## config.mk

```make
export PLATFORM = sky130hd
export DESIGN_NAME = bse_ram
export DESIGN_NICKNAME = d
export VERILOG_FILES = /design/src/design/bse_ram.sv
export SDC_FILE = /design/constraint.sdc
export NUM_CORES = 1
export LEC_CHECK = 0
export ABC_AREA = 1
export BUFFER_PORTS_ARGS = -buffer_cell sky130_fd_sc_hd__buf_2
export CORE_UTILIZATION = 29
export DETAILED_ROUTE_END_ITERATION = 10
export PLACE_DENSITY = 0.44
export REMOVE_ABC_BUFFERS = 1
export SLEW_MARGIN = 20
export SYNTH_ARGS = -nofsm -noshare
export SYNTH_HDL_FRONTEND = slang
export SYNTH_SLANG_ARGS = --single-unit
```

## constraint.sdc

```tcl
create_clock -name clk_i -period 1.5 [get_ports clk_i]
set_input_delay 0.3 -clock clk_i [delete_from_list [all_inputs] [get_ports clk_i]]
set_output_delay 0.3 -clock clk_i [all_outputs]
set_load 0.02 [all_outputs]
```

## src/design/bse_ram.sv

```systemverilog
// ----------------------------------------------------------------------------
// bse_ram: generic simple dual-port RAM
// One write port, one read port with registered read data.
// ----------------------------------------------------------------------------
module bse_ram #(
  parameter int Width = 8,
  parameter int Depth = 16
) (
  input  logic                     clk_i,
  input  logic                     we_i,
  input  logic [$clog2(Depth)-1:0] waddr_i,
  input  logic [Width-1:0]         wdata_i,
  input  logic [$clog2(Depth)-1:0] raddr_i,
  output logic [Width-1:0]         rdata_o
);

  logic [Width-1:0] mem_q [Depth];

  always_ff @(posedge clk_i) begin
    if (we_i) begin
      mem_q[waddr_i] <= wdata_i;
    end
    rdata_o <= mem_q[raddr_i];
  end

endmodule

```

==> results.json <==
{
  "outcome": "complete, no violations",
  "synth_compound_area_frac": 0,
  "drive_gt1_frac": 0.120,
  "antenna_found_initial": 0,
  "routed_wirelength_mm": 13.4,
  "cap_viol_max_count": 0,
  "vias": 3736,
  "core-area_mm2": 0.0195,
  "max_stage_delay_ns": 0.38,
  "crit_family": "flip-flops",
  "clock_path_buffers": 2,
  "placed_cell_area_mm2": 0.00630,
  "fin_util": 0.352,
  "period_minus_slack_ns": 1.28,
  "ys_seq_area_frac": 0.694,
  "hp-class": "primary input to register",
  "nNetsFinal": 613,
  "synth-edff-count": 128,
  "dp_cells": 841,
  "finalSetupViolCount": 0,
  "tightest_slew_ns": 0.373,
  "clkSlewWorstSetupHoldPaths_ns": 0.06,
  "instances_no_fill": 873,
  "synthTopCellsByCount": "nand2_1 (173), edfxtp_1 (128), inv_1 (100)",
  "nFillCells": 1953,
  "gp_congestion": 0.722,
  "fmax_ghz": 0.781,
  "p_leak_nw": 2.93,
  "fp.dieArea_mm2": 0.0205,
  "crit_path_max_fanout": 1,
  "hold_violations": 0,
  "ant_nets": 0,
  "cts_htree_levels": 4,
  "skew_ns": 0.00605,
  "ys_async_sr_fraction": 0,
  "crit_chain": "buf_2",
  "netlist_instances": 551,
  "cts-root-buf": "clkbuf_16",
  "max-vdd-ir-drop_mv": 0.753,
  "clock_sink_count": 136,
  "synth-simple-area-share": 0.210,
  "route.detailed.drc": 0,
  "synth_top_area_cell": "edfxtp_1",
  "fp.dieW_um": 143,
  "cp.arrival_ns": 0.98,
  "io_pins": 26,
  "grt_max_degree": 38,
  "grt.overflow.total": 0,
  "antenna_cells": 0,
  "multi_input_area_mm2": 0.00121,
  "die_h_um": 143,
  "grt_pass1_vias": 3819,
  "max_slew_margin": 0.751,
  "yosys_warnings": 0,
  "seqCellArea_mm2": 0.00400,
  "ys_ff_latch": 136,
  "final.period_utilization": 0.854,
  "drt-vias-per-instance": 4.28,
  "required_ns": 1.20,
  "synth_xor_area_frac": 0,
  "port_buffers": 25,
  "grt_pass1_wl_mm": 21.4,
  "fin_area_mm2": 0.00686,
  "post-synth-top-count-cell": "nand2_1",
  "syn_area_mm2": 0.00577,
  "synth.distinct_cells": 12,
  "ctsHoldBuffers": 0,
  "synthAdderAreaFrac": 0,
  "cts_tree": "built",
  "post_cts_resized": 0,
  "syn_avg_cell_area_um2": 10.5,
  "rows": 51,
  "final_max_slew_viol_count": 0,
  "worstSetupStartpointType": "register",
  "drt_iter0_drc": 220,
  "dp_hpwl_mm": 8.37,
  "critPathBufInv": 1,
  "synth_top_cell_area_share": 0.667,
  "synth_area_leaders": "edfxtp_1 (67%), nand2_1 (11%), nand3_1 (8.4%)",
  "clk_latency_ns": 0.42,
  "cts_made_buffers": 17,
  "track_usage": 0.147,
  "drtPass1Iterations": 4,
  "powerDensity_mw_per_mm2": 1280,
  "post-cts-setup-buffer-count": 0,
  "finalSetupTns_ns": 0,
  "start_util": 0.296,
  "muxShareOfSynthArea": 0,
  "wire_per_inst_um": 15.4,
  "area_growth_pct": 18.9,
  "cp_slowest_cell": "dfxtp_1",
  "criticalPathCategory": "register to output port",
  "cp-end-kind": "output port",
  "synthFlopType": "edfxtp_1",
  "rsz0062_at_grt": "no",
  "synth_top_family_by_area": "simple AND/OR/NAND/NOR gates"
}
[worst paths after layout]
kind               start  depth (start not counted)           to  slack [ns]
min reg2reg  mem_q[2][4]                          6   rdata_o[4]        0.66
min           wdata_i[6]                          1  mem_q[4][6]        0.26
max reg2reg  mem_q[9][1]                          6   rdata_o[1]        0.54
max           rdata_o[4]                          1   rdata_o[4]        0.22
[cell usage in the layout (no fill, tap or decap)]
master and instances:
nand2_1 173, edfxtp_1 128, inv_1 100, nand3_1 97, buf_2 25, buf_4 19
nor2_1 17, clkbuf_16 17, clkbuf_1 9, dfxtp_1 8, buf_12 5, inv_2 2
nand3b_1 2, clkbuf_8 2, bufinv_16 2, clkinv_1 1, clkinv_2 1
[cell families (layout without fill, tap and decap cells)]
kind of cell / count (synthesis) / after routing
and+or+nand+nor: 289 / 289
DFF: 136 / 136
buffers and inverters: 126 / 183
[sequential cells by signal, summed over array words and instances (netlist names)]
signal / count
mem_q: 128
rdata_o: 8
[worst reg2reg max path: cells and delay by family (launching register included)]
family                 cells  cell delay [ns]
buffers and inverters      1             0.06
and+or+nand+nor            5             0.44
DFF                        1             0.35
[power breakdown]
part	total, mW	internal [mW]	switching, mW
Combinational	0.550	0.171	0.379
Clock	3.96	2.53	1.43
Sequential	4.28	4.25	0.0295
Total	8.79	6.95	1.84
[through the flow]
stage          hold slack, ns  setup WS (ns)  total power, mW
4_1_cts                 0.248          0.184             8.87
3_5_place_dp            0.664          0.168             4.92
6_report                0.261          0.219             8.79
2_1_floorplan           0.399          0.220             4.61
3_3_place_gp            0.646          0.143             4.92
5_1_grt                 0.249          0.155             9.10
[final cells by class]
type,instances,area share
clock inverters,4,0.0100
clock buffers,28,0.0710
well taps,265,0.0484
flip-flops and latches,136,0.584
repair buffers,49,0.0537
multi-input cells,289,0.177
inverters,102,0.0558
[routing by layer]
layer	routed length, um	GRT usage	vias to the layer above
li1	-	-	1858
met1	6760	0.198	1793
met2	5970	0.226	78
met3	605	0.0399	7
met4	87	0.0515	0
met5	0	0	-
Note: power is estimated with default switching activity, not from simulation.
