**src/design/bse_pkg.sv**
```systemverilog
// ----------------------------------------------------------------------------
// bse_pkg: shared types and constants of the Bezier surface evaluator
// Grid geometry, fixed-point widths, command and register codes, transaction
// structs and the rounding and saturation helpers.
// ----------------------------------------------------------------------------
package bse_pkg;

  localparam int MaxOrder = 8;
  localparam int IdxW     = $clog2(MaxOrder);
  localparam int AddrW    = 2 * IdxW;
  localparam int Depth    = MaxOrder * MaxOrder;
  localparam int CoordW   = 32;
  localparam int GridW    = 3 * CoordW;
  localparam int ParW     = 16;
  localparam int WtW      = 16;
  localparam int CfgW     = 4;
  localparam int BinW     = 6;
  localparam int MulAW    = 38;
  localparam int MulBW    = 18;
  localparam int ProdW    = MulAW + MulBW;

  localparam logic [ParW-1:0] ParOne = 16'h8000;

  localparam logic CmdLoad = 1'b0;
  localparam logic CmdEval = 1'b1;

  localparam logic CfgRows = 1'b0;
  localparam logic CfgCols = 1'b1;

  localparam logic [CfgW-1:0] OrderReset = 4'd4;

  // Pascal's triangle, row = degree, zero beyond the diagonal
  localparam logic [BinW-1:0] BinomTab [MaxOrder][MaxOrder] = '{
    '{1, 0,  0,  0,  0,  0, 0, 0},
    '{1, 1,  0,  0,  0,  0, 0, 0},
    '{1, 2,  1,  0,  0,  0, 0, 0},
    '{1, 3,  3,  1,  0,  0, 0, 0},
    '{1, 4,  6,  4,  1,  0, 0, 0},
    '{1, 5, 10, 10,  5,  1, 0, 0},
    '{1, 6, 15, 20, 15,  6, 1, 0},
    '{1, 7, 21, 35, 35, 21, 7, 1}
  };

  typedef struct packed {
    logic                     cmd;
    logic [IdxW-1:0]          grid_row;
    logic [IdxW-1:0]          grid_col;
    logic signed [CoordW-1:0] point_x;
    logic signed [CoordW-1:0] point_y;
    logic signed [CoordW-1:0] point_z;
    logic [ParW-1:0]          u_param;
    logic [ParW-1:0]          v_param;
  } bse_in_t;

  typedef struct packed {
    logic signed [CoordW-1:0] pos_x;
    logic signed [CoordW-1:0] pos_y;
    logic signed [CoordW-1:0] pos_z;
    logic signed [CoordW-1:0] du_x;
    logic signed [CoordW-1:0] du_y;
    logic signed [CoordW-1:0] du_z;
    logic signed [CoordW-1:0] dv_x;
    logic signed [CoordW-1:0] dv_y;
    logic signed [CoordW-1:0] dv_z;
  } bse_out_t;

  typedef struct packed {
    logic signed [MulAW-1:0] a;
    logic signed [MulBW-1:0] b;
  } bse_mul_req_t;

  // floor((x + 2^14) / 2^15)
  function automatic logic signed [ProdW-1:0] round15(input logic signed [ProdW-1:0] x);
    logic signed [ProdW-1:0] s;
    s = x + $signed(ProdW'(16384));
    return s >>> 15;
  endfunction

  function automatic logic signed [CoordW-1:0] sat32(input logic signed [ProdW-1:0] x);
    logic signed [ProdW-1:0] hi;
    logic signed [ProdW-1:0] lo;
    hi = $signed(ProdW'(32'h7fff_ffff));
    lo = -hi - $signed(ProdW'(1));
    if (x > hi) begin
      return $signed(32'h7fff_ffff);
    end else if (x < lo) begin
      return $signed(32'h8000_0000);
    end
    return x[CoordW-1:0];
  endfunction

endpackage

```
**src/design/bse_mul.sv**
```systemverilog
// ----------------------------------------------------------------------------
// bse_mul: shared signed multiplier
// One signed product a*b per cycle, registered.
// ----------------------------------------------------------------------------
module bse_mul (
  input  logic                             clk_i,
  input  bse_pkg::bse_mul_req_t            req_i,
  output logic signed [bse_pkg::ProdW-1:0] prod_o
);
  import bse_pkg::*;

  always_ff @(posedge clk_i) begin
    prod_o <= req_i.a * req_i.b;
  end

endmodule

```
**config.mk**
```make
export PLATFORM = sky130hd
export DESIGN_NAME = bse_mul
export DESIGN_NICKNAME = d
export VERILOG_FILES = /design/src/design/bse_pkg.sv /design/src/design/bse_mul.sv
export SDC_FILE = /design/constraint.sdc
export NUM_CORES = 2
export LEC_CHECK = 0
export ABC_AREA = 1
export ABC_CLOCK_PERIOD_IN_PS = 9080
export BUFFER_PORTS_ARGS = -buffer_cell sky130_fd_sc_hd__buf_2
export CORE_ASPECT_RATIO = 0.7
export CORE_MARGIN = 2
export CORE_UTILIZATION = 65
export CTS_BUF_LIST = sky130_fd_sc_hd__clkbuf_4
export DETAILED_ROUTE_END_ITERATION = 16
export GPL_ROUTABILITY_DRIVEN = 1
export GPL_TIMING_DRIVEN = 1
export PLACE_DENSITY_LB_ADDON = 0.1
export SLEW_MARGIN = 20
export SYNTH_ARGS = -nofsm -noshare
export SYNTH_HDL_FRONTEND = slang
export SYNTH_SLANG_ARGS = --single-unit
```
**constraint.sdc**
```tcl
create_clock -name clk_i -period 9.08 [get_ports clk_i]
set_clock_uncertainty 0.15 [all_clocks]
set_input_delay 0.908 -clock clk_i [delete_from_list [all_inputs] [get_ports clk_i]]
set_output_delay 0.908 -clock clk_i [all_outputs]
set_load 0.05 [all_outputs]
```
==> impl_metrics.toml <==
[run_status]
status = "complete, no violations"

[clock_tree]
clock_path_buffers = 2
post_cts_resized = 0
clockRootBuffer = "clkbuf_4"
post_cts_buffers = 0
path_clk_slew_ns = 0.17
h-tree-depth = 2
cts_tree = "yes"
postCtsHoldBufs = 0
numCtsBuffers = 5
cts.sink_count = 56

[place]
placed_cells = 4066
dp_hpwl_um = 61370
portBuffers = 112
pre_cts_ws_ns = 1.774
gp_congestion = 1.039

[floorplan]
die_x_um = 245.9
die_area_sq_mm = 0.04262
start_util_pct = 66.44
ios = 113
num_rows = 61
die_y_um = 173.3
core_area_sq_mm = 0.04007

[sta]
relSlewSlack_pct = 22.54
timing.fmax_ghz = 0.1428
finalSetupViolCount = 0
period_share_pct = 77.14
finalHoldViolations = 0
setup_ws_ns = 2.076
rsz0062_at_grt = "no"
setup_tns_ns = 0
drv_slew = 0
min_period_ns = 7.004
worst_pin_slew_ns = 1.162

[route]
viasPerCell = 5.322
route.detailed.drc = 0
drt_iter0_markers = 2056
vias = 21710
post_drt_wl_per_cell_um = 18.12
ant_nets = 0
dr.pass1.iters = 6
totalWireLength_um = 73900

[critical_path]
worstSetupPathType = "in -> reg"
cp_data_required_time_ns = 9.26
arrival_ns = 7.19
crit_path_start = "req_i[0]"
crit_end = "prod_o[54]$_DFF_P_"
cp-end-kind = "register"
start_kind = "input pin"
crit_fanout = 38

[logic_synthesis]
ys_warn_count = 0
syn_area_per_cell_sq_um = 7.472
ys_types = 32
synth_seq_cells = 56
synth.yosys.seq_area_share_pct = 4.211
synth_flop_cell = "dfxtp_1"
syn_nets = 4402
netlist_area_sq_mm = 0.02662
async_flop_share_pct = 0
postSynthCellCount = 3563
synth_edf_count = 0

[layout]
nets = 4377
largestRegisters = "prod_o: 56 flops"
largest_register = "prod_o"
largest_register_ffs = 56
stdcell_count = 4079
drive_gt1_share_pct = 5.425
syn_to_final_growth_pct = 2.919

[grt]
grt_pass1_wl_um = 120800
antenna_found_initial = 5
grt_pass1_vias = 23420
track_usage_pct = 36.51
grt_max_degree = 40
gr-total-overflow = 0

[hold_path]
worstHoldPathType = "in -> reg"
hp-start = "req_i[18]"

[flow_run]
cap_violations = 0
[logic make-up (layout without fill, tap and decap cells)]
logic type | count (synthesis) | in the layout | synth area share [%]
buffers and inverters | 1330 | 1306 | 18.75
and+or+nand+nor | 1291 | 1291 | 19.43
adders and majority gates | 782 | 782 | 55.05
AOI/OAI and AO/OA | 70 | 70 | 1.433
DFF | 56 | 56 | 4.211
xor gates and xnor gates | 34 | 34 | 1.119
other | 0 | 5 | 0
[cell type report]
class | count | area, sq um
multi-input cells | 2177 | 20510
fillers | 3450 | 12670
inverters | 1182 | 4437
flip-flops and latches | 56 | 1121
well taps | 535 | 669.4
repair buffers | 116 | 590.6
clock buffers | 5 | 37.54
clock inverters | 3 | 22.52
diodes | 5 | 12.51
[synthesized netlist by cell type, types with 3 or more instances]
library cell / n / area, sq um
nand2_2: 19 / 118.9
nor3_2: 6 / 60.06
nand3_1: 44 / 220.2
xor2_1: 19 / 166.4
buf_1: 32 / 120.1
clkbuf_1: 116 / 435.4
inv_2: 5 / 18.77
a21oi_1: 48 / 240.2
nor3_1: 4 / 20.02
a21o_1: 4 / 30.03
o21ai_0: 11 / 55.05
nor2_1: 104 / 390.4
inv_1: 1177 / 4418
xnor2_1: 15 / 131.4
nor2_2: 19 / 118.9
or2_2: 9 / 56.30
dfxtp_1: 56 / 1121
nand4_1: 19 / 118.9
nor2_4: 3 / 33.78
nand3_2: 4 / 40.04
nand2_1: 1055 / 3960
fa_1: 649 / 12990
ha_1: 133 / 1664
o21bai_1: 4 / 30.03
[worst min-delay path by stage]
stage                         to  slack (ns)  cells after the start
6_report       prod_o[0]$_DFF_P_        0.87                      3
5_1_grt        prod_o[0]$_DFF_P_        0.85                      3
4_1_cts        prod_o[0]$_DFF_P_        0.89                      3
3_5_place_dp          prod_o[29]        1.23                      1
3_3_place_gp          prod_o[23]        1.23                      1
2_1_floorplan  prod_o[0]$_DFF_P_        1.07                      3
[worst max-delay path, stage by stage]
cell     delay [ns]
buf_2          0.66
nand2_1        0.13
inv_1          0.21
fa_1           0.56
fa_1           0.58
ha_1           0.64
inv_1          0.14
fa_1           0.52
inv_1          0.05
fa_1           0.54
fa_1           0.41
ha_1           0.52
nand2_1        0.09
inv_1          0.12
nand3_1        0.18
nor3_1         0.41
nand2_1        0.16
nor2_1         0.12
nand2_1        0.07
nand4_1        0.07
nand2_1        0.06
[metal layers]
layer	global-route usage, %	vias up	routed length (um)
met5	1.018	-	77
met4	11.34	4	2186
met3	7.012	158	8002
met2	58.38	1182	33760
met1	50.75	10710	29870
li1	-	9655	-
[layout by cell type (no fill, tap or decap), types with 6 or more instances in the layout]
cell type	count
nand2_2	19
a21oi_1	48
dfxtp_1	56
xnor2_1	15
nand3_1	44
or2_2	9
inv_1	1177
o21ai_0	11
nand4_1	19
ha_1	133
fa_1	649
buf_2	112
nand2_1	1055
nor3_2	6
xor2_1	19
nor2_1	104
nor2_2	19
[metrics by stage]
step / util (%) / hold slack, ns / instance area [sq um]
after CTS: 68.35 / 0.8898 / 27390
after floorplan: - / 1.071 / 26620
after global placement: 68.20 / 1.227 / 27330
final: 68.38 / 0.8724 / 27400
after detailed placement: 68.20 / 1.227 / 27330
after global routing: 68.37 / 0.8477 / 27400
Power is left out: the tool's default activity adds up to more than one toggle a clock period on the data nets, which glitch-free logic cannot reach.
